$ cat src/ucs_pkg.sv
// Package for the URL component splitter: shared widths, character codes,
// phase and status encodings and the result record.
// No dependencies; every other file of the block imports it.
`default_nettype none

package ucs_pkg;

  // Longest URL that is parsed; later bytes are only counted.
  localparam int MAX_URL_LENGTH = 4096;
  localparam int MIN_URL_LENGTH = 8;

  // Byte counter must hold MAX_URL_LENGTH + 1 to flag an overlong URL.
  localparam int POS_W = $clog2(MAX_URL_LENGTH + 2);

  // Fixed widths of the result fields.
  localparam int OFF_W  = 12;
  localparam int LEN_W  = 13;
  localparam int PORT_W = 16;

  localparam logic [POS_W-1:0] MAX_POS = POS_W'(MAX_URL_LENGTH);
  localparam logic [POS_W-1:0] MIN_POS = POS_W'(MIN_URL_LENGTH);

  // Character codes.
  localparam logic [7:0] CH_COLON = 8'h3A;
  localparam logic [7:0] CH_SLASH = 8'h2F;
  localparam logic [7:0] CH_QMARK = 8'h3F;
  localparam logic [7:0] CH_HASH  = 8'h23;
  localparam logic [7:0] CH_ZERO  = 8'h30;
  localparam logic [7:0] CH_NINE  = 8'h39;
  localparam logic [7:0] CH_UPPER_A = 8'h41;
  localparam logic [7:0] CH_UPPER_Z = 8'h5A;

  // Scheme prefixes in lower case; the http one is padded with a NUL.
  localparam logic [7:0] PAT_HTTP [8] = '{8'h68, 8'h74, 8'h74, 8'h70,
                                          8'h3A, 8'h2F, 8'h2F, 8'h00};
  localparam logic [7:0] PAT_HTTPS [8] = '{8'h68, 8'h74, 8'h74, 8'h70,
                                           8'h73, 8'h3A, 8'h2F, 8'h2F};

  localparam logic [2:0] HTTP_LAST_IDX  = 3'd6;
  localparam logic [2:0] HTTPS_LAST_IDX = 3'd7;

  // Scheme defaults.
  localparam logic [PORT_W-1:0] PORT_HTTP  = 16'd80;
  localparam logic [PORT_W-1:0] PORT_HTTPS = 16'd443;
  localparam logic [POS_W-1:0]  HOST_OFF_HTTP  = POS_W'(7);
  localparam logic [POS_W-1:0]  HOST_OFF_HTTPS = POS_W'(8);

  // Scheme kind as reported.
  localparam logic [1:0] SCHEME_NONE  = 2'd0;
  localparam logic [1:0] SCHEME_HTTP  = 2'd1;
  localparam logic [1:0] SCHEME_HTTPS = 2'd2;

  typedef enum logic [2:0] {
    ST_OK     = 3'd0,
    ST_SHORT  = 3'd1,
    ST_SCHEME = 3'd2,
    ST_HOST   = 3'd3,
    ST_PORT   = 3'd4,
    ST_LONG   = 3'd5
  } status_e;

  typedef enum logic [6:0] {
    PH_SCHEME = 7'b0000001,
    PH_HOST   = 7'b0000010,
    PH_PORT   = 7'b0000100,
    PH_PATH   = 7'b0001000,
    PH_QUERY  = 7'b0010000,
    PH_ANCHOR = 7'b0100000,
    PH_SKIP   = 7'b1000000
  } phase_e;

  // One result record.
  typedef struct packed {
    logic [2:0]        status;
    logic [1:0]        scheme_kind;
    logic [PORT_W-1:0] port_number;
    logic [OFF_W-1:0]  host_offset;
    logic [LEN_W-1:0]  host_length;
    logic [OFF_W-1:0]  path_offset;
    logic [LEN_W-1:0]  path_length;
    logic [OFF_W-1:0]  query_offset;
    logic [LEN_W-1:0]  query_length;
    logic [OFF_W-1:0]  anchor_offset;
    logic [LEN_W-1:0]  anchor_length;
  } res_t;

  // Fold an ASCII capital to lower case.
  function automatic logic [7:0] to_lower(logic [7:0] b);
    logic [7:0] r;
    r = b;
    if (b >= CH_UPPER_A && b <= CH_UPPER_Z) begin
      r = b | 8'h20;
    end
    return r;
  endfunction

endpackage

`default_nettype wire

$ cat src/ucs_if.sv
// Valid/ready channel interfaces of the URL component splitter: the byte
// input channel and the result output channel.
// Depends on ucs_pkg for field widths.
`default_nettype none

interface ucs_in_if import ucs_pkg::*; ();
  logic       valid;
  logic       ready;
  logic [7:0] url_byte;
  logic       is_last;

  modport source (output valid, output url_byte, output is_last, input ready);
  modport sink   (input valid, input url_byte, input is_last, output ready);
endinterface

interface ucs_out_if import ucs_pkg::*; ();
  logic              valid;
  logic              ready;
  logic [2:0]        status;
  logic [1:0]        scheme_kind;
  logic [PORT_W-1:0] port_number;
  logic [OFF_W-1:0]  host_offset;
  logic [LEN_W-1:0]  host_length;
  logic [OFF_W-1:0]  path_offset;
  logic [LEN_W-1:0]  path_length;
  logic [OFF_W-1:0]  query_offset;
  logic [LEN_W-1:0]  query_length;
  logic [OFF_W-1:0]  anchor_offset;
  logic [LEN_W-1:0]  anchor_length;

  modport source (output valid, output status, output scheme_kind, output port_number,
                  output host_offset, output host_length, output path_offset,
                  output path_length, output query_offset, output query_length,
                  output anchor_offset, output anchor_length, input ready);
  modport sink   (input valid, input status, input scheme_kind, input port_number,
                  input host_offset, input host_length, input path_offset,
                  input path_length, input query_offset, input query_length,
                  input anchor_offset, input anchor_length, output ready);
endinterface

`default_nettype wire

$ cat src/url_component_splitter.sv
// URL component splitter: takes an http or https URL one byte per beat and,
// on the beat flagged last, delivers one result with the status, scheme,
// port and the offset and length of host, path, query and anchor. Bytes
// flow in without gaps unless the input stalls; the last byte's result is
// registered in the result register, or in the skid register if the
// result register is full and not being taken. This two-entry output buffer
// lets bytes keep flowing while one result waits; the input stalls only
// when both entries hold results that have not been taken.
// Depends on ucs_pkg, ucs_if and ucs_parser.
`default_nettype none

module url_component_splitter import ucs_pkg::*; (
  input  wire logic  clk_i,
  input  wire logic  rst_ni,
  ucs_in_if.sink     byte_i,
  ucs_out_if.source  result_o
);

  logic out_valid_q, out_valid_d;
  logic skid_valid_q, skid_valid_d;
  res_t res_q, skid_q, new_res;
  logic in_beat, out_beat, new_result;
  logic load_out, load_skid, from_skid;

  assign byte_i.ready = !skid_valid_q;
  assign in_beat      = byte_i.valid && byte_i.ready;
  assign out_beat     = out_valid_q && result_o.ready;
  assign new_result   = in_beat && byte_i.is_last;

  ucs_parser u_parser (
    .clk_i      (clk_i),
    .rst_ni     (rst_ni),
    .beat_i     (in_beat),
    .url_byte_i (byte_i.url_byte),
    .is_last_i  (byte_i.is_last),
    .res_o      (new_res)
  );

  // Output buffer control.
  always_comb begin
    out_valid_d  = out_valid_q;
    skid_valid_d = skid_valid_q;
    load_out     = 1'b0;
    load_skid    = 1'b0;
    from_skid    = 1'b0;
    if (skid_valid_q) begin
      if (out_beat) begin
        load_out     = 1'b1;
        from_skid    = 1'b1;
        skid_valid_d = 1'b0;
      end
    end else if (new_result) begin
      if (!out_valid_q || out_beat) begin
        load_out    = 1'b1;
        out_valid_d = 1'b1;
      end else begin
        load_skid    = 1'b1;
        skid_valid_d = 1'b1;
      end
    end else if (out_beat) begin
      out_valid_d = 1'b0;
    end
  end

  always_ff @(posedge clk_i or negedge rst_ni) begin
    if (!rst_ni) begin
      out_valid_q  <= 1'b0;
      skid_valid_q <= 1'b0;
    end else begin
      out_valid_q  <= out_valid_d;
      skid_valid_q <= skid_valid_d;
    end
  end

  // Result payload registers.
  always_ff @(posedge clk_i) begin
    if (load_out) begin
      res_q <= from_skid ? skid_q : new_res;
    end
    if (load_skid) begin
      skid_q <= new_res;
    end
  end

  assign result_o.valid         = out_valid_q;
  assign result_o.status        = res_q.status;
  assign result_o.scheme_kind   = res_q.scheme_kind;
  assign result_o.port_number   = res_q.port_number;
  assign result_o.host_offset   = res_q.host_offset;
  assign result_o.host_length   = res_q.host_length;
  assign result_o.path_offset   = res_q.path_offset;
  assign result_o.path_length   = res_q.path_length;
  assign result_o.query_offset  = res_q.query_offset;
  assign result_o.query_length  = res_q.query_length;
  assign result_o.anchor_offset = res_q.anchor_offset;
  assign result_o.anchor_length = res_q.anchor_length;

  // The skid entry is only ever filled behind a full result register.
  a_skid_behind_out: assert property (@(posedge clk_i) disable iff (!rst_ni)
    skid_valid_q |-> out_valid_q)
    else $error("skid entry valid while result register is empty");

  // A last byte that meets a stalled, full result register lands in the skid.
  a_stall_to_skid: assert property (@(posedge clk_i) disable iff (!rst_ni)
    (new_result && out_valid_q && !result_o.ready) |=> skid_valid_q)
    else $error("result lost while output was stalled");

  // An error result carries nothing but its status.
  a_error_zero: assert property (@(posedge clk_i) disable iff (!rst_ni)
    (out_valid_q && result_o.status != ST_OK) |->
      (result_o.scheme_kind == SCHEME_NONE && result_o.port_number == '0 &&
       result_o.host_length == '0 && result_o.query_offset == '0))
    else $error("error result with nonzero fields");

  // A good result names a scheme whose prefix length is the host offset.
  a_ok_scheme: assert property (@(posedge clk_i) disable iff (!rst_ni)
    (out_valid_q && result_o.status == ST_OK) |->
      ((result_o.scheme_kind == SCHEME_HTTP &&
        result_o.host_offset == HOST_OFF_HTTP[OFF_W-1:0]) ||
       (result_o.scheme_kind == SCHEME_HTTPS &&
        result_o.host_offset == HOST_OFF_HTTPS[OFF_W-1:0])))
    else $error("good result with inconsistent scheme and host offset");

endmodule

`default_nettype wire

$ cat src/ucs_parser.sv
// Byte-at-a-time URL parse state: phase, byte count, scheme match, port
// accumulator and field marks, plus the result record of the last beat.
// Depends on ucs_pkg.
`default_nettype none

module ucs_parser import ucs_pkg::*; (
  input  wire logic       clk_i,
  input  wire logic       rst_ni,
  input  wire logic       beat_i,
  input  wire logic [7:0] url_byte_i,
  input  wire logic       is_last_i,
  output res_t            res_o
);

  phase_e             phase_q, phase_d;
  logic [POS_W-1:0]   pos_q, pos_d;
  logic [2:0]         idx_q, idx_d;
  logic [1:0]         seen_q, seen_d;
  logic [PORT_W-1:0]  port_q, port_d;
  status_e            err_q, err_d;
  logic [POS_W-1:0]   host_off_q, host_off_d, host_len_q, host_len_d;
  logic [POS_W-1:0]   path_off_q, path_off_d, path_len_q, path_len_d;
  logic [POS_W-1:0]   query_off_q, query_off_d, query_len_q, query_len_d;
  logic [POS_W-1:0]   anchor_off_q, anchor_off_d, anchor_len_q, anchor_len_d;

  logic [7:0]         lc;
  logic [1:0]         seen_m;
  logic [7:0]         dsub;
  logic [POS_W-1:0]   pos_p1;
  logic [POS_W-1:0]   host_gap;
  logic               parse_en;

  // Finishing values of the last beat.
  logic [POS_W-1:0]   len;
  logic [POS_W-1:0]   host_len_f, path_len_f, query_len_f, anchor_len_f;
  status_e            err_f, status_f;

  assign lc       = to_lower(url_byte_i);
  assign dsub     = url_byte_i - CH_ZERO;
  assign pos_p1   = pos_q + POS_W'(1);
  assign host_gap = pos_q - host_off_q;
  assign parse_en = pos_q < MAX_POS;

  // Next state for one byte.
  always_comb begin
    phase_d      = phase_q;
    idx_d        = idx_q;
    seen_d       = seen_q;
    port_d       = port_q;
    err_d        = err_q;
    host_off_d   = host_off_q;
    host_len_d   = host_len_q;
    path_off_d   = path_off_q;
    path_len_d   = path_len_q;
    query_off_d  = query_off_q;
    query_len_d  = query_len_q;
    anchor_off_d = anchor_off_q;
    anchor_len_d = anchor_len_q;
    seen_m       = seen_q;
    pos_d        = (pos_q <= MAX_POS) ? pos_p1 : pos_q;

    if (parse_en) begin
      unique case (phase_q)
        PH_SCHEME: begin
          // Track mismatches against both prefixes in parallel.
          seen_m[0] = seen_q[0] | (idx_q == HTTPS_LAST_IDX) | (lc != PAT_HTTP[idx_q]);
          seen_m[1] = seen_q[1] | (lc != PAT_HTTPS[idx_q]);
          seen_d    = seen_m;
          idx_d     = idx_q + 3'd1;
          if (idx_q == HTTP_LAST_IDX && !seen_m[0]) begin
            seen_d     = SCHEME_HTTP;
            port_d     = PORT_HTTP;
            host_off_d = HOST_OFF_HTTP;
            phase_d    = PH_HOST;
          end else if (idx_q == HTTPS_LAST_IDX) begin
            if (!seen_m[1]) begin
              seen_d     = SCHEME_HTTPS;
              port_d     = PORT_HTTPS;
              host_off_d = HOST_OFF_HTTPS;
              phase_d    = PH_HOST;
            end else begin
              err_d   = ST_SCHEME;
              phase_d = PH_SKIP;
            end
          end
        end
        PH_HOST: begin
          // Host ends only at a colon or a slash, or at the end of the URL.
          if (url_byte_i == CH_COLON || url_byte_i == CH_SLASH) begin
            host_len_d = host_gap;
            if (host_gap == '0) begin
              err_d   = ST_HOST;
              phase_d = PH_SKIP;
            end else if (url_byte_i == CH_COLON) begin
              port_d  = '0;
              phase_d = PH_PORT;
            end else begin
              path_off_d = pos_q;
              phase_d    = PH_PATH;
            end
          end
        end
        PH_PORT: begin
          // Decimal accumulate: port * 10 + digit, wrapping at 16 bits.
          if (url_byte_i >= CH_ZERO && url_byte_i <= CH_NINE) begin
            port_d = (port_q << 3) + (port_q << 1) + {12'b0, dsub[3:0]};
          end else if (url_byte_i == CH_SLASH) begin
            path_off_d = pos_q;
            phase_d    = PH_PATH;
          end else begin
            err_d   = ST_PORT;
            phase_d = PH_SKIP;
          end
        end
        PH_PATH: begin
          if (url_byte_i == CH_QMARK || url_byte_i == CH_HASH) begin
            path_len_d = pos_q - path_off_q;
            if (url_byte_i == CH_QMARK) begin
              query_off_d = pos_p1;
              phase_d     = PH_QUERY;
            end else begin
              anchor_off_d = pos_p1;
              phase_d      = PH_ANCHOR;
            end
          end
        end
        PH_QUERY: begin
          if (url_byte_i == CH_HASH) begin
            query_len_d  = pos_q - query_off_q;
            anchor_off_d = pos_p1;
            phase_d      = PH_ANCHOR;
          end
        end
        PH_ANCHOR, PH_SKIP: begin
        end
        default: begin
        end
      endcase
    end
  end

  // Close the open field at the end of the URL and pick the status.
  always_comb begin
    len          = pos_d;
    host_len_f   = host_len_d;
    path_len_f   = path_len_d;
    query_len_f  = query_len_d;
    anchor_len_f = anchor_len_d;
    err_f        = err_d;
    if (phase_d == PH_HOST) begin
      host_len_f = len - host_off_d;
      if (host_len_f == '0) begin
        err_f = ST_HOST;
      end
    end
    if (phase_d == PH_PATH) begin
      path_len_f = len - path_off_d;
    end
    if (phase_d == PH_QUERY) begin
      query_len_f = len - query_off_d;
    end
    if (phase_d == PH_ANCHOR) begin
      anchor_len_f = len - anchor_off_d;
    end

    if (len > MAX_POS) begin
      status_f = ST_LONG;
    end else if (len < MIN_POS) begin
      status_f = ST_SHORT;
    end else begin
      status_f = err_f;
    end
  end

  // Result record; every field but the status is zero on an error.
  always_comb begin
    res_o        = '0;
    res_o.status = status_f;
    if (status_f == ST_OK) begin
      res_o.scheme_kind   = seen_d;
      res_o.port_number   = port_d;
      res_o.host_offset   = host_off_d[OFF_W-1:0];
      res_o.host_length   = LEN_W'(host_len_f);
      if (path_len_f != '0) begin
        res_o.path_offset = path_off_d[OFF_W-1:0];
        res_o.path_length = LEN_W'(path_len_f);
      end
      res_o.query_offset  = query_off_d[OFF_W-1:0];
      res_o.query_length  = LEN_W'(query_len_f);
      res_o.anchor_offset = anchor_off_d[OFF_W-1:0];
      res_o.anchor_length = LEN_W'(anchor_len_f);
    end
  end

  // State update; the last beat of a URL returns everything to reset.
  always_ff @(posedge clk_i or negedge rst_ni) begin
    if (!rst_ni) begin
      phase_q      <= PH_SCHEME;
      pos_q        <= '0;
      idx_q        <= '0;
      seen_q       <= '0;
      port_q       <= '0;
      err_q        <= ST_OK;
      host_off_q   <= '0;
      host_len_q   <= '0;
      path_off_q   <= '0;
      path_len_q   <= '0;
      query_off_q  <= '0;
      query_len_q  <= '0;
      anchor_off_q <= '0;
      anchor_len_q <= '0;
    end else if (beat_i) begin
      if (is_last_i) begin
        phase_q      <= PH_SCHEME;
        pos_q        <= '0;
        idx_q        <= '0;
        seen_q       <= '0;
        port_q       <= '0;
        err_q        <= ST_OK;
        host_off_q   <= '0;
        host_len_q   <= '0;
        path_off_q   <= '0;
        path_len_q   <= '0;
        query_off_q  <= '0;
        query_len_q  <= '0;
        anchor_off_q <= '0;
        anchor_len_q <= '0;
      end else begin
        phase_q      <= phase_d;
        pos_q        <= pos_d;
        idx_q        <= idx_d;
        seen_q       <= seen_d;
        port_q       <= port_d;
        err_q        <= err_d;
        host_off_q   <= host_off_d;
        host_len_q   <= host_len_d;
        path_off_q   <= path_off_d;
        path_len_q   <= path_len_d;
        query_off_q  <= query_off_d;
        query_len_q  <= query_len_d;
        anchor_off_q <= anchor_off_d;
        anchor_len_q <= anchor_len_d;
      end
    end
  end

endmodule

`default_nettype wire
$ cat src/flat_wrapper.sv
// flat-port wrapper written by rule: the top's interface ports become plain ports
module url_component_splitter_flat import ucs_pkg::*;
  (clk_i, rst_ni, byte_i_valid, byte_i_url_byte, byte_i_is_last, byte_i_ready, result_o_valid, result_o_status, result_o_scheme_kind, result_o_port_number, result_o_host_offset, result_o_host_length, result_o_path_offset, result_o_path_length, result_o_query_offset, result_o_query_length, result_o_anchor_offset, result_o_anchor_length, result_o_ready);
  ucs_in_if byte_i_i ();
  ucs_out_if result_o_i ();
  input  wire logic clk_i;
  input  wire logic rst_ni;
  input wire logic [$bits(byte_i_i.valid)-1:0] byte_i_valid;
  input wire logic [$bits(byte_i_i.url_byte)-1:0] byte_i_url_byte;
  input wire logic [$bits(byte_i_i.is_last)-1:0] byte_i_is_last;
  output wire logic [$bits(byte_i_i.ready)-1:0] byte_i_ready;
  output wire logic [$bits(result_o_i.valid)-1:0] result_o_valid;
  output wire logic [$bits(result_o_i.status)-1:0] result_o_status;
  output wire logic [$bits(result_o_i.scheme_kind)-1:0] result_o_scheme_kind;
  output wire logic [$bits(result_o_i.port_number)-1:0] result_o_port_number;
  output wire logic [$bits(result_o_i.host_offset)-1:0] result_o_host_offset;
  output wire logic [$bits(result_o_i.host_length)-1:0] result_o_host_length;
  output wire logic [$bits(result_o_i.path_offset)-1:0] result_o_path_offset;
  output wire logic [$bits(result_o_i.path_length)-1:0] result_o_path_length;
  output wire logic [$bits(result_o_i.query_offset)-1:0] result_o_query_offset;
  output wire logic [$bits(result_o_i.query_length)-1:0] result_o_query_length;
  output wire logic [$bits(result_o_i.anchor_offset)-1:0] result_o_anchor_offset;
  output wire logic [$bits(result_o_i.anchor_length)-1:0] result_o_anchor_length;
  input wire logic [$bits(result_o_i.ready)-1:0] result_o_ready;
  assign byte_i_i.valid = byte_i_valid;
  assign byte_i_i.url_byte = byte_i_url_byte;
  assign byte_i_i.is_last = byte_i_is_last;
  assign byte_i_ready = byte_i_i.ready;
  assign result_o_valid = result_o_i.valid;
  assign result_o_status = result_o_i.status;
  assign result_o_scheme_kind = result_o_i.scheme_kind;
  assign result_o_port_number = result_o_i.port_number;
  assign result_o_host_offset = result_o_i.host_offset;
  assign result_o_host_length = result_o_i.host_length;
  assign result_o_path_offset = result_o_i.path_offset;
  assign result_o_path_length = result_o_i.path_length;
  assign result_o_query_offset = result_o_i.query_offset;
  assign result_o_query_length = result_o_i.query_length;
  assign result_o_anchor_offset = result_o_i.anchor_offset;
  assign result_o_anchor_length = result_o_i.anchor_length;
  assign result_o_i.ready = result_o_ready;
  url_component_splitter u_core (.clk_i(clk_i), .rst_ni(rst_ni), .byte_i(byte_i_i), .result_o(result_o_i));
endmodule
$ cat config.mk
export PLATFORM = sky130hd
export DESIGN_NAME = url_component_splitter_flat
export DESIGN_NICKNAME = d
export VERILOG_FILES = /design/src/ucs_pkg.sv /design/src/ucs_if.sv /design/src/url_component_splitter.sv /design/src/ucs_parser.sv /design/src/flat_wrapper.sv
export SDC_FILE = /design/constraint.sdc
export NUM_CORES = 1
export LEC_CHECK = 0
export ABC_CLOCK_PERIOD_IN_PS = 15700
export BUFFER_PORTS_ARGS = -buffer_cell sky130_fd_sc_hd__buf_2
export CAP_MARGIN = 20
export CELL_PAD_IN_SITES_DETAIL_PLACEMENT = 1
export CELL_PAD_IN_SITES_GLOBAL_PLACEMENT = 2
export CORE_MARGIN = 1.5
export CORE_UTILIZATION = 43
export CTS_CLUSTER_DIAMETER = 150
export CTS_CLUSTER_SIZE = 10
export DETAILED_ROUTE_END_ITERATION = 8
export PLACE_DENSITY_LB_ADDON = 0.15
export SYNTH_ARGS = -nofsm -noshare
export SYNTH_HDL_FRONTEND = slang
export SYNTH_SLANG_ARGS = --single-unit
$ cat constraint.sdc
create_clock -name clk_i -period 15.7 [get_ports clk_i]
set_input_delay 0 -clock clk_i [delete_from_list [all_inputs] [get_ports clk_i]]
set_output_delay 0 -clock clk_i [all_outputs]
set_load 0.03 [all_outputs]
; ---- After elaboration in Yosys (flattened, before gate mapping)
; Memory sizes are Yosys's and may differ from the RTL's.
; Index checks and enable logic that the tools add are counted.
; W data, S select, Z words.
[totals]
regBits = 379
rom_bits = 128
out_inout_bits = 123
elab_cells = 215
n_memories = 2
[mem_list]
columns = memory, depth, width, read_ports, rd_clocked_by_memory_dff, write_ports, line
row1 = (name not given), 8, 8, 1, 0, 0, ucs_parser.sv:67  ; seen_m[1] = seen_q[1] | (lc != PAT_HTTPS[idx_q]);
row2 = (name not given), 8, 8, 1, 0, 0, ucs_parser.sv:66  ; seen_m[0] = seen_q[0] | (idx_q == HTTPS_LAST_IDX) | (lc != PAT_HTTP[idx_q]);
[op_classes]
n_addsub = 12
n_lt_le_gt_ge = 9
n_eq_ne = 18
n_mux = 111
n_bitwise = 5
reduce_logical = 21
[ops]
columns = operator, count
row1 = $mux W13, 41
row2 = $mux W16, 9
row3 = $mux W121, 1
row4 = $mux W118, 1
row5 = $sub A13 B13 Y13, 7
row6 = $mux W7, 11
row7 = $pmux W13 S2, 2
row8 = $mux W3, 16
row9 = $pmux W16 S3, 1
row10 = $pmux W7 S5, 1
row11 = $eq A8 B6 Y1 const B, 4
row12 = $mux W8, 4
row13 = $logic_not A13 Y1, 2
row14 = $mux W25, 1
row15 = $add A16 B16 Y16, 1
row16 = $add A16 B4 Y16, 1
row17 = $ne A8 B8 Y1, 2
row18 = $eq A7 B2 Y1 const B, 2
row19 = $eq A7 B4 Y1 const B, 2
row20 = $eq A7 B5 Y1 const B, 2
row21 = $mux W1, 14
row22 = $add A13 B1 Y13 const B, 1
row23 = $gt A13 B13 Y1 const B, 1
row24 = $le A13 B13 Y1 const B, 1
row25 = 28 further kinds, 48

; ---- Logic depth before layout (Yosys ltp)
; Gate-level depths: netlist of the first run.
[depth]
depth_word = 20
mapped_depth = 27
ltp_nobuf = 24

; ---- By module
; From an unflattened synthesis of the first run, not the netlist that was laid out.
[unflattened]
hier_cells = 2024
hier_area_um2 = 22688.0
[by_module_without_submodules]
columns = module, n_inst, cells_per_inst, area_per_inst_um2
row1 = ucs_parser, 1, 1633, 13467.9
row2 = url_component_splitter, 1, 391, 9220.1

; ---- Least setup slack after synthesis of the first run
; No wires, ideal clock.
[synth_path]
path_kind = register -> register
from = reg u_core.skid_valid_q
to = reg u_core.res_q (netlist bit u_core.result_o.anchor_length[0]), enable pin
setup_time_ps = 641
arrival_ps = 6923
setup_slack_ps = 8136
stages_incl_launch_ff = 6
path_buffers = 2
synth_period_minus_slack_ps = 7564
path_cell_list = dfrtp_1 nor2b_1 clkbuf_1 clkbuf_1 nand2_1 a21oi_1
[synth_between]
elab_chain_len = 5
[synth_rtl]
columns = item, line
row1 = from (decl), url_component_splitter.sv:20  ; logic skid_valid_q, skid_valid_d;
row2 = from (signal assigned), url_component_splitter.sv:71  ; skid_valid_q <= skid_valid_d;
row3 = $logic_not A1 Y1, url_component_splitter.sv:25  ; assign byte_i.ready = !skid_valid_q;
row4 = $logic_and A1 B1 Y1, url_component_splitter.sv:26  ; assign in_beat = byte_i.valid && byte_i.ready;
row5 = $logic_and A1 B1 Y1, url_component_splitter.sv:28  ; assign new_result = in_beat && byte_i.is_last;
row6 = $mux W1, url_component_splitter.sv:52  ; end else if (new_result) begin
row7 = $mux W1 *, url_component_splitter.sv:46  ; if (skid_valid_q) begin
row8 = net u_core.load_out, url_component_splitter.sv:23  ; logic load_out, load_skid, from_skid;
row9 = to (signal assigned), url_component_splitter.sv:78  ; res_q <= from_skid ? skid_q : new_res;
row10 = to (decl), url_component_splitter.sv:21  ; res_t res_q, skid_q, new_res;
; Mark *: on every way through the listed nets, which the timed path passes. The rest lies on a longest branch.
; A chain may end at the register's enable or synchronous reset.

; ---- Worst setup path after layout of the first run
[layout_path]
from = reg u_core.u_parser.pos_q[0]
to = reg u_core.res_q (netlist bit u_core.result_o.path_offset[2]) (data pin)
[layout_between]
elab_chain_len = 13
word_cells_on_any_way = 43
[layout_rtl]
columns = item, line
row1 = from (decl), ucs_parser.sv:16  ; logic [POS_W-1:0] pos_q, pos_d;
row2 = from (signal assigned), ucs_parser.sv:230  ; pos_q <= pos_d;
row3 = branches (longest 11 deep; another with $sub A13 B13 Y13), n/a
row4 = $mux W118 *, ucs_parser.sv:179  ; if (status_f == ST_OK) begin
row5 = $mux W121 *, url_component_splitter.sv:78
; Every way passes the cells marked *.

==> results of run 1 <==
-- per-layer routing --
metal / track usage (%) / up-vias
li1: - / 8568
met1: 36.8 / 9362
met2: 49.0 / 415
met3: 3.62 / 124
met4: 9.35 / 0
met5: 0 / -
-- placed cells by master (no fill, tap or decap), types with 8 or more instances in the layout --
cell / instances
nand2_1: 271
edfxtp_1: 242
nor2_1: 220
o21ai_0: 153
dfrtp_1: 136
buf_2: 134
ha_1: 118
a21oi_1: 114
inv_1: 84
o31ai_1: 74
xnor2_1: 64
nor3_1: 49
clkbuf_16: 44
xor2_1: 40
buf_4: 39
mux2i_1: 36
a22o_1: 32
clkbuf_1: 32
o22ai_1: 31
and2_1: 25
nand4_1: 24
o31ai_2: 24
o211ai_1: 23
nand3_1: 23
and3_1: 21
a21o_1: 21
nand2b_1: 20
nor2b_1: 20
o21ai_1: 19
o21a_1: 17
or2_2: 17
a31oi_1: 16
mux2_2: 14
or3_1: 11
a32o_1: 11
a31o_2: 10
o311a_1: 10
and4_1: 9
fa_1: 9
a21boi_0: 8
-- synth_stat cells (all sizes together), types with 14 or more instances --
cell	number
nor2b	21
xor2	40
nor3	50
clkbuf	89
ha	118
o31ai	98
mux2	14
a22o	32
mux2i	37
nand4	24
edfxtp	242
o22ai	31
nand2	274
or2	20
nand2b	20
and2	27
dfrtp	136
a21o	21
and3	23
o21ai	172
buf	34
a31oi	16
a21oi	116
nor2	221
o211ai	23
xnor2	66
nand3	25
inv	85
o21a	17
-- kinds of logic after synthesis --
family	Yosys count	share of synthesized area, %
AOI/OAI and AO/OA	632	19.0
xor gates and xnor gates	107	4.18
adders and majority gates	127	7.28
buffers and inverters	209	3.75
DFF	379	47.0
muxes	51	2.34
and+or+nand+nor	775	16.5
-- final cells by class --
| class | instances | area share, % |
|---|---|---|
| multi-input cells | 1692 | 44.4 |
| flip-flops and latches | 379 | 42.1 |
| clock buffers | 76 | 4.80 |
| repair buffers | 178 | 3.99 |
| well taps | 688 | 3.39 |
| inverters | 86 | 1.27 |
| clock inverters | 2 | 0.0984 |
-- through the flow --
stage	cells	power [mW]	hold slack, ns	area (µm²)	setup WS [ns]
2_1_floorplan	2280	2.61	-0.296	22700	8.14
3_3_place_gp	3019	3.12	0.0818	24100	8.10
3_5_place_dp	3019	3.16	0.0891	24100	7.82
4_1_cts	3101	4.12	0.0329	25400	7.76
5_1_grt	3101	4.34	0.0594	25400	7.30
6_report	3101	4.10	0.00598	25400	7.87
-- timing repair --
action | CTS | global route
setup endpoints to repair | 0 | 0
endpoints found under the hold margin | 69 | 0
hold buffers | 4 | 0
-- power breakdown --
part / internal (mW) / leakage, nW / switching (mW)
Sequential: 1.21 / 4.18 / 0.0630
Combinational: 0.648 / 4.92 / 1.24
Clock: 0.525 / 0.591 / 0.419
Total: 2.38 / 9.69 / 1.72
-- registers in the layout (all words and copies together) (netlist names), 3 cells and up --
register / cells
u_core.u_parser.pos_q: 13
u_core.result_o.path_length: 13
u_core.skid_q: 121
u_core.u_parser.anchor_off_q: 13
u_core.result_o.path_offset: 12
u_core.result_o.anchor_length: 13
u_core.u_parser.err_q: 3
u_core.result_o.query_length: 13
u_core.u_parser.port_q: 16
u_core.u_parser.host_off_q: 13
u_core.u_parser.path_len_q: 13
u_core.result_o.query_offset: 12
u_core.u_parser.phase_q: 7
u_core.u_parser.idx_q: 3
u_core.result_o.anchor_offset: 12
u_core.result_o.host_length: 13
u_core.u_parser.host_len_q: 13
u_core.u_parser.query_off_q: 13
u_core.result_o.port_number: 16
u_core.u_parser.query_len_q: 13
u_core.result_o.host_offset: 12
u_core.result_o.status: 3
u_core.u_parser.path_off_q: 13
-- worst max path at each step --
stage / start / to / slack (ns) / depth (start not counted)
after floorplan: u_core.skid_valid_q / u_core.result_o.anchor_length[0] / 8.14 / 5
after global placement: u_core.u_parser.pos_q[0] / u_core.result_o.path_offset[0] / 8.10 / 25
after detailed placement: u_core.u_parser.pos_q[0] / u_core.result_o.path_offset[2] / 7.82 / 25
after CTS: u_core.u_parser.pos_q[0] / u_core.result_o.path_offset[2] / 7.76 / 25
after global routing: u_core.u_parser.pos_q[0] / u_core.result_o.path_offset[3] / 7.30 / 25
final: u_core.u_parser.pos_q[0] / u_core.result_o.path_offset[2] / 7.87 / 25
-- critical path, cell delays in order, from the launching register on --
cell      delay, ns
dfrtp_1        0.56
inv_1          0.26
ha_1           0.29
fa_1           0.40
and2b_1        0.26
o211ai_1       0.15
a21oi_1        0.47
xnor2_1        0.22
nor4b_2        0.42
and4_1         0.39
nor2_1         0.07
buf_4          0.20
o311ai_0       0.82
inv_1          0.28
ha_1           0.42
nor2_1         0.17
o21ai_0        0.10
o41a_1         0.14
a21oi_1        0.24
xnor2_1        0.14
or4_1          0.54
nor4_1         0.18
nand4b_1       0.15
mux2i_2        0.18
buf_4          0.33
o31ai_1        0.12
==> results.py, run 1 <==
metrics = {
    "route": {
        "met3WireLength_um": 3090,
        "top_layer": "met4",
        "wl_met1_um": 33400,
        "drc_errors": 0,
        "drt-vias-per-instance": 5.96,
        "drt-total-wl_um": 76400,
        "num_vias": 18500,
        "wl_per_cell_um": 24.6,
        "wl_met2_um": 37500,
        "ant_nets": 0,
        "drt_first_pass_iters": 5,
        "first_iter_violations": 1017,
    },
    "global_routing": {
        "grt_pass1_vias": 19100,
        "antenna_found_initial": 1,
        "track_usage_pct": 28.4,
        "grt_max_degree": 100,
        "grt_remaining_overflow": 0,
        "grt_first_pass_wirelength_um": 117000,
    },
    "setup_path": {
        "reg2reg_from": "u_core.u_parser.pos_q[0]",
        "start_kind": "flop",
        "rr_worst_depth": 25,
        "end_kind": "flop",
        "r2r-end": "u_core.result_o.path_offset[2]",
        "path_class": "reg -> reg",
        "r2r_setup_slack_ns": 7.87,
        "required_ns": 16.00,
        "path_max_fanout": 24,
        "worstPathArrival_ns": 8.13,
    },
    "finish": {
        "num_antenna_cells": 0,
        "fill_cells": 5850,
        "syn_to_final_growth_pct": 11.8,
        "final_layout_size_suffix_gt1_share_pct": 13.3,
        "nNetsFinal": 2520,
        "fin_util_pct": 48.5,
        "seq_area_um2": 10700,
        "multi_input_area_um2": 11300,
    },
    "die": {
        "die-area_um2": 54300,
        "rows": 84,
        "coreArea_um2": 52400,
        "ioPinCount": 136,
        "die_y_um": 233,
        "die_x_um": 233,
        "initial_core_util_pct": 43.4,
    },
    "clock_network": {
        "clock-sinks": 379,
        "cts_buffer_depth": 3,
        "cts.htree.levels": 2,
        "post-cts-setup-buffers": 0,
        "clk_latency_ns": 0.59,
        "tritoncts": "yes",
        "cts_root_buffer": "clkbuf_16",
        "numCtsBuffers": 43,
        "path_clk_slew_ns": 0.07,
        "cts_resized": 0,
    },
    "synthesis": {
        "ys_seq_area_share_pct": 47.0,
        "synth_enable_flop_cells": 242,
        "ys_ff_latch": 379,
        "syn_avg_cell_area_um2": 9.98,
        "yosysTopAreaCell": "edfxtp_1",
        "yosysWarnings": 0,
        "async_reset_ff_share_pct": 36.1,
        "synthTopCellsByArea": "edfxtp_1 (32%), dfrtp_1 (15%), ha_1 (6.5%)",
        "ys_types": 100,
        "netlist_area_um2": 22700,
        "synthCells": 2280,
        "netlist.area_leader.share_pct": 31.9,
        "syn_nets": 2420,
        "synth-main-ff-cell": "edfxtp_1",
    },
    "sta": {
        "worst_slew_pin_slew_ns": 1.03,
        "finClkSkew_ns": 0.0243,
        "tns_ns": 0,
        "finalCritPeriodShare_pct": 49.9,
        "slew-limit-headroom_pct": 31.4,
        "setup_viol": 0,
        "max_freq_mhz": 128,
        "drv_slew": 0,
        "fin_crit_ns": 7.83,
        "final-hold-violation-count": 0,
        "rsz0062_at_grt": "no",
    },
    "placed_design": {
        "portBuffers": 135,
        "gp_congestion": 0.886,
        "hpwl_um": 53900,
    },
    "worst_hold_path": {
        "hp-class": "in -> async",
    },
    "power_and_ir_drop": {
        "peakVddDrop_mv": 0.0892,
        "p_leak_nw": 9.69,
        "p_per_area_nw_per_um2": 161,
    },
    "outcome": {
        "outcome": "complete, no violations",
    },
    "run": {
        "cap_violations": 0,
    },
}
No activity file was read; power rests on OpenSTA's default activity.
==> inputs of run 2 (changes only) <==
Settings changed: ABC_CLOCK_PERIOD_IN_PS 15700 to 8000, CORE_UTILIZATION 43 to 40.
Clock period 15.7 ns to 8 ns, I/O delays scaled along.
==> results.py, run 2 (synthesis results as in run 1) <==
metrics = {
    "setup_path": {
        "crit_buf_inv": 3,
        "crit_chain": "inv_1 -> ha_1 -> fa_1 -> and2b_1 -> o211ai_1 -> a21oi_1 -> xnor2_1 -> nor4b_2 -> and4_1 -> nor2_1 -> buf_4 -> o311a_1 -> ha_1 -> o21ai_0 -> a21oi_1 -> o41a_1 -> a21oi_1 -> xnor2_1 -> or4_1 -> nor4_1 -> nand4b_1 -> mux2i_2 -> buf_4 -> o21ai_1",
        "path_delay_family": "simple AND/OR/NAND/NOR gates",
        "crit_path_frequent_cell": "a21oi_1",
        "start_kind": "flop",
        "slowest_delay_ns": 0.56,
        "slowest_stage": "dfrtp_1",
        "path_class": "reg -> reg",
        "worstPathArrival_ns": 7.50,
        "path_max_fanout": 24,
        "required_ns": 8.32,
        "end_kind": "flop",
    },
    "route": {
        "drt-vias-per-instance": 5.81,
        "drt-total-wl_um": 76600,
        "drt_first_pass_iters": 5,
        "first_iter_violations": 1028,
        "wl_per_cell_um": 24.0,
        "drc_errors": 0,
        "num_vias": 18500,
        "ant_nets": 0,
    },
    "clock_network": {
        "cts_resized": 0,
        "tritoncts": "yes",
        "clk_latency_ns": 0.60,
        "cts.htree.levels": 2,
        "numCtsBuffers": 43,
        "cts_buffer_depth": 3,
        "clock-sinks": 379,
        "cts_root_buffer": "clkbuf_16",
        "path_clk_slew_ns": 0.07,
        "post-cts-setup-buffers": 0,
    },
    "sta": {
        "setup_viol": 0,
        "slew-limit-headroom_pct": 28.8,
        "finClkSkew_ns": 0.0333,
        "max_freq_mhz": 139,
        "tns_ns": 0,
        "fin_crit_ns": 7.18,
        "finalCritPeriodShare_pct": 89.7,
        "final-hold-violation-count": 0,
        "worst_slew_pin_slew_ns": 1.06,
        "rsz0062_at_grt": "no",
        "drv_slew": 0,
    },
    "finish": {
        "final_layout_size_suffix_gt1_share_pct": 13.7,
        "layout_common_cells": "nand2_1 (271), edfxtp_1 (242), nor2_1 (220)",
        "fill_cells": 6343,
        "fin_util_pct": 45.6,
        "design_area_um2": 25700,
        "largest_register_ffs": 121,
        "num_antenna_cells": 0,
        "syn_to_final_growth_pct": 12.8,
        "final_common_cell": "nand2_1",
        "fin_cells": 3187,
        "nNetsFinal": 2536,
        "regMostFlops": "u_core.skid_q",
    },
    "placed_design": {
        "place_area_um2": 24300,
        "gp_congestion": 0.889,
        "portBuffers": 135,
        "dp.cells": 3101,
        "hpwl_um": 54700,
    },
    "outcome": {
        "outcome": "complete, no violations",
    },
    "global_routing": {
        "grt_max_degree": 96,
        "grt_first_pass_wirelength_um": 117000,
        "antenna_found_initial": 0,
        "grt_remaining_overflow": 0,
        "grt_pass1_vias": 19100,
        "track_usage_pct": 26.6,
    },
    "power_and_ir_drop": {
        "p_per_area_nw_per_um2": 315,
        "p_leak_nw": 9.77,
        "peakVddDrop_mv": 0.171,
    },
    "die": {
        "coreArea_um2": 56300,
        "rows": 87,
        "die_x_um": 241,
        "initial_core_util_pct": 40.4,
        "die_y_um": 241,
        "ioPinCount": 136,
        "die-area_um2": 58300,
    },
    "worst_hold_path": {
        "hp-class": "in -> async",
    },
    "run": {
        "cap_violations": 0,
    },
}
run 2: final cells by class:
type                       instances  area, µm²  area share, %
timing repair buffer             194       1170           4.55
inverter                          86        323           1.26
multi-input combinational       1692      11300           43.9
tap                              756        946           3.69
clock inverter                     2       25.0         0.0975
clock buffer                      78       1230           4.79
sequential                       379      10700           41.7
run 2: timing repair:
action | in CTS | in global routing
endpoints found under the setup margin | 0 | 0
hold endpoints to repair | 79 | 0
hold buffers | 5 | 0
run 2: worst paths after layout:
path	start	cells after the start	end	slack (ns)
setup reg to reg	u_core.u_parser.pos_q[0]	24	u_core.result_o.path_offset[4]	0.82
setup / recovery	u_core.u_parser.pos_q[0]	24	u_core.result_o.path_offset[4]	0.82
hold / removal	rst_ni	2	u_core.u_parser.port_q[13]	0.02
hold reg to reg	u_core.u_parser.host_len_q[10]	2	u_core.u_parser.host_len_q[10]	0.48
max in group asynchronous	rst_ni	3	u_core.u_parser.host_len_q[3]	6.52
min in group clk_i	byte_i_url_byte[0]	4	u_core.u_parser.port_q[0]	0.14
run 2: worst reg2reg max path, cell delays in order (launching register included):
cell	delay, ns
dfrtp_1	0.56
inv_1	0.25
ha_1	0.28
fa_1	0.41
and2b_1	0.28
o211ai_1	0.12
a21oi_1	0.40
xnor2_1	0.23
nor4b_2	0.35
and4_1	0.46
nor2_1	0.13
buf_4	0.22
o311a_1	0.37
ha_1	0.37
o21ai_0	0.18
a21oi_1	0.10
o41a_1	0.35
a21oi_1	0.19
xnor2_1	0.11
or4_1	0.52
nor4_1	0.20
nand4b_1	0.17
mux2i_2	0.18
buf_4	0.33
o21ai_1	0.13
run 2: per-layer routing:
metal  global-route usage [%]  vias up  share of wire, %
met1                     34.9     9439                45
li1                         -     8613                 -
met4                     10.6        0               3.6
met3                     2.50      120               3.2
met2                     45.3      344                49
met5                        0        -                 0
run 2: power breakdown:
| group | internal, mW | switching [mW] |
|---|---|---|
| Combinational | 1.27 | 2.43 |
| Clock | 1.03 | 0.842 |
| Sequential | 2.37 | 0.122 |
run 2: metrics by stage:
step	setup WS [ns]	hold WS (ns)	power [mW]
final	0.822	0.0225	8.07
after global routing	0.315	0.0911	8.54
after CTS	0.792	0.0524	8.13
after detailed placement	0.839	0.113	6.22
after global placement	1.07	0.105	6.12
after floorplan	0.436	-0.296	5.12
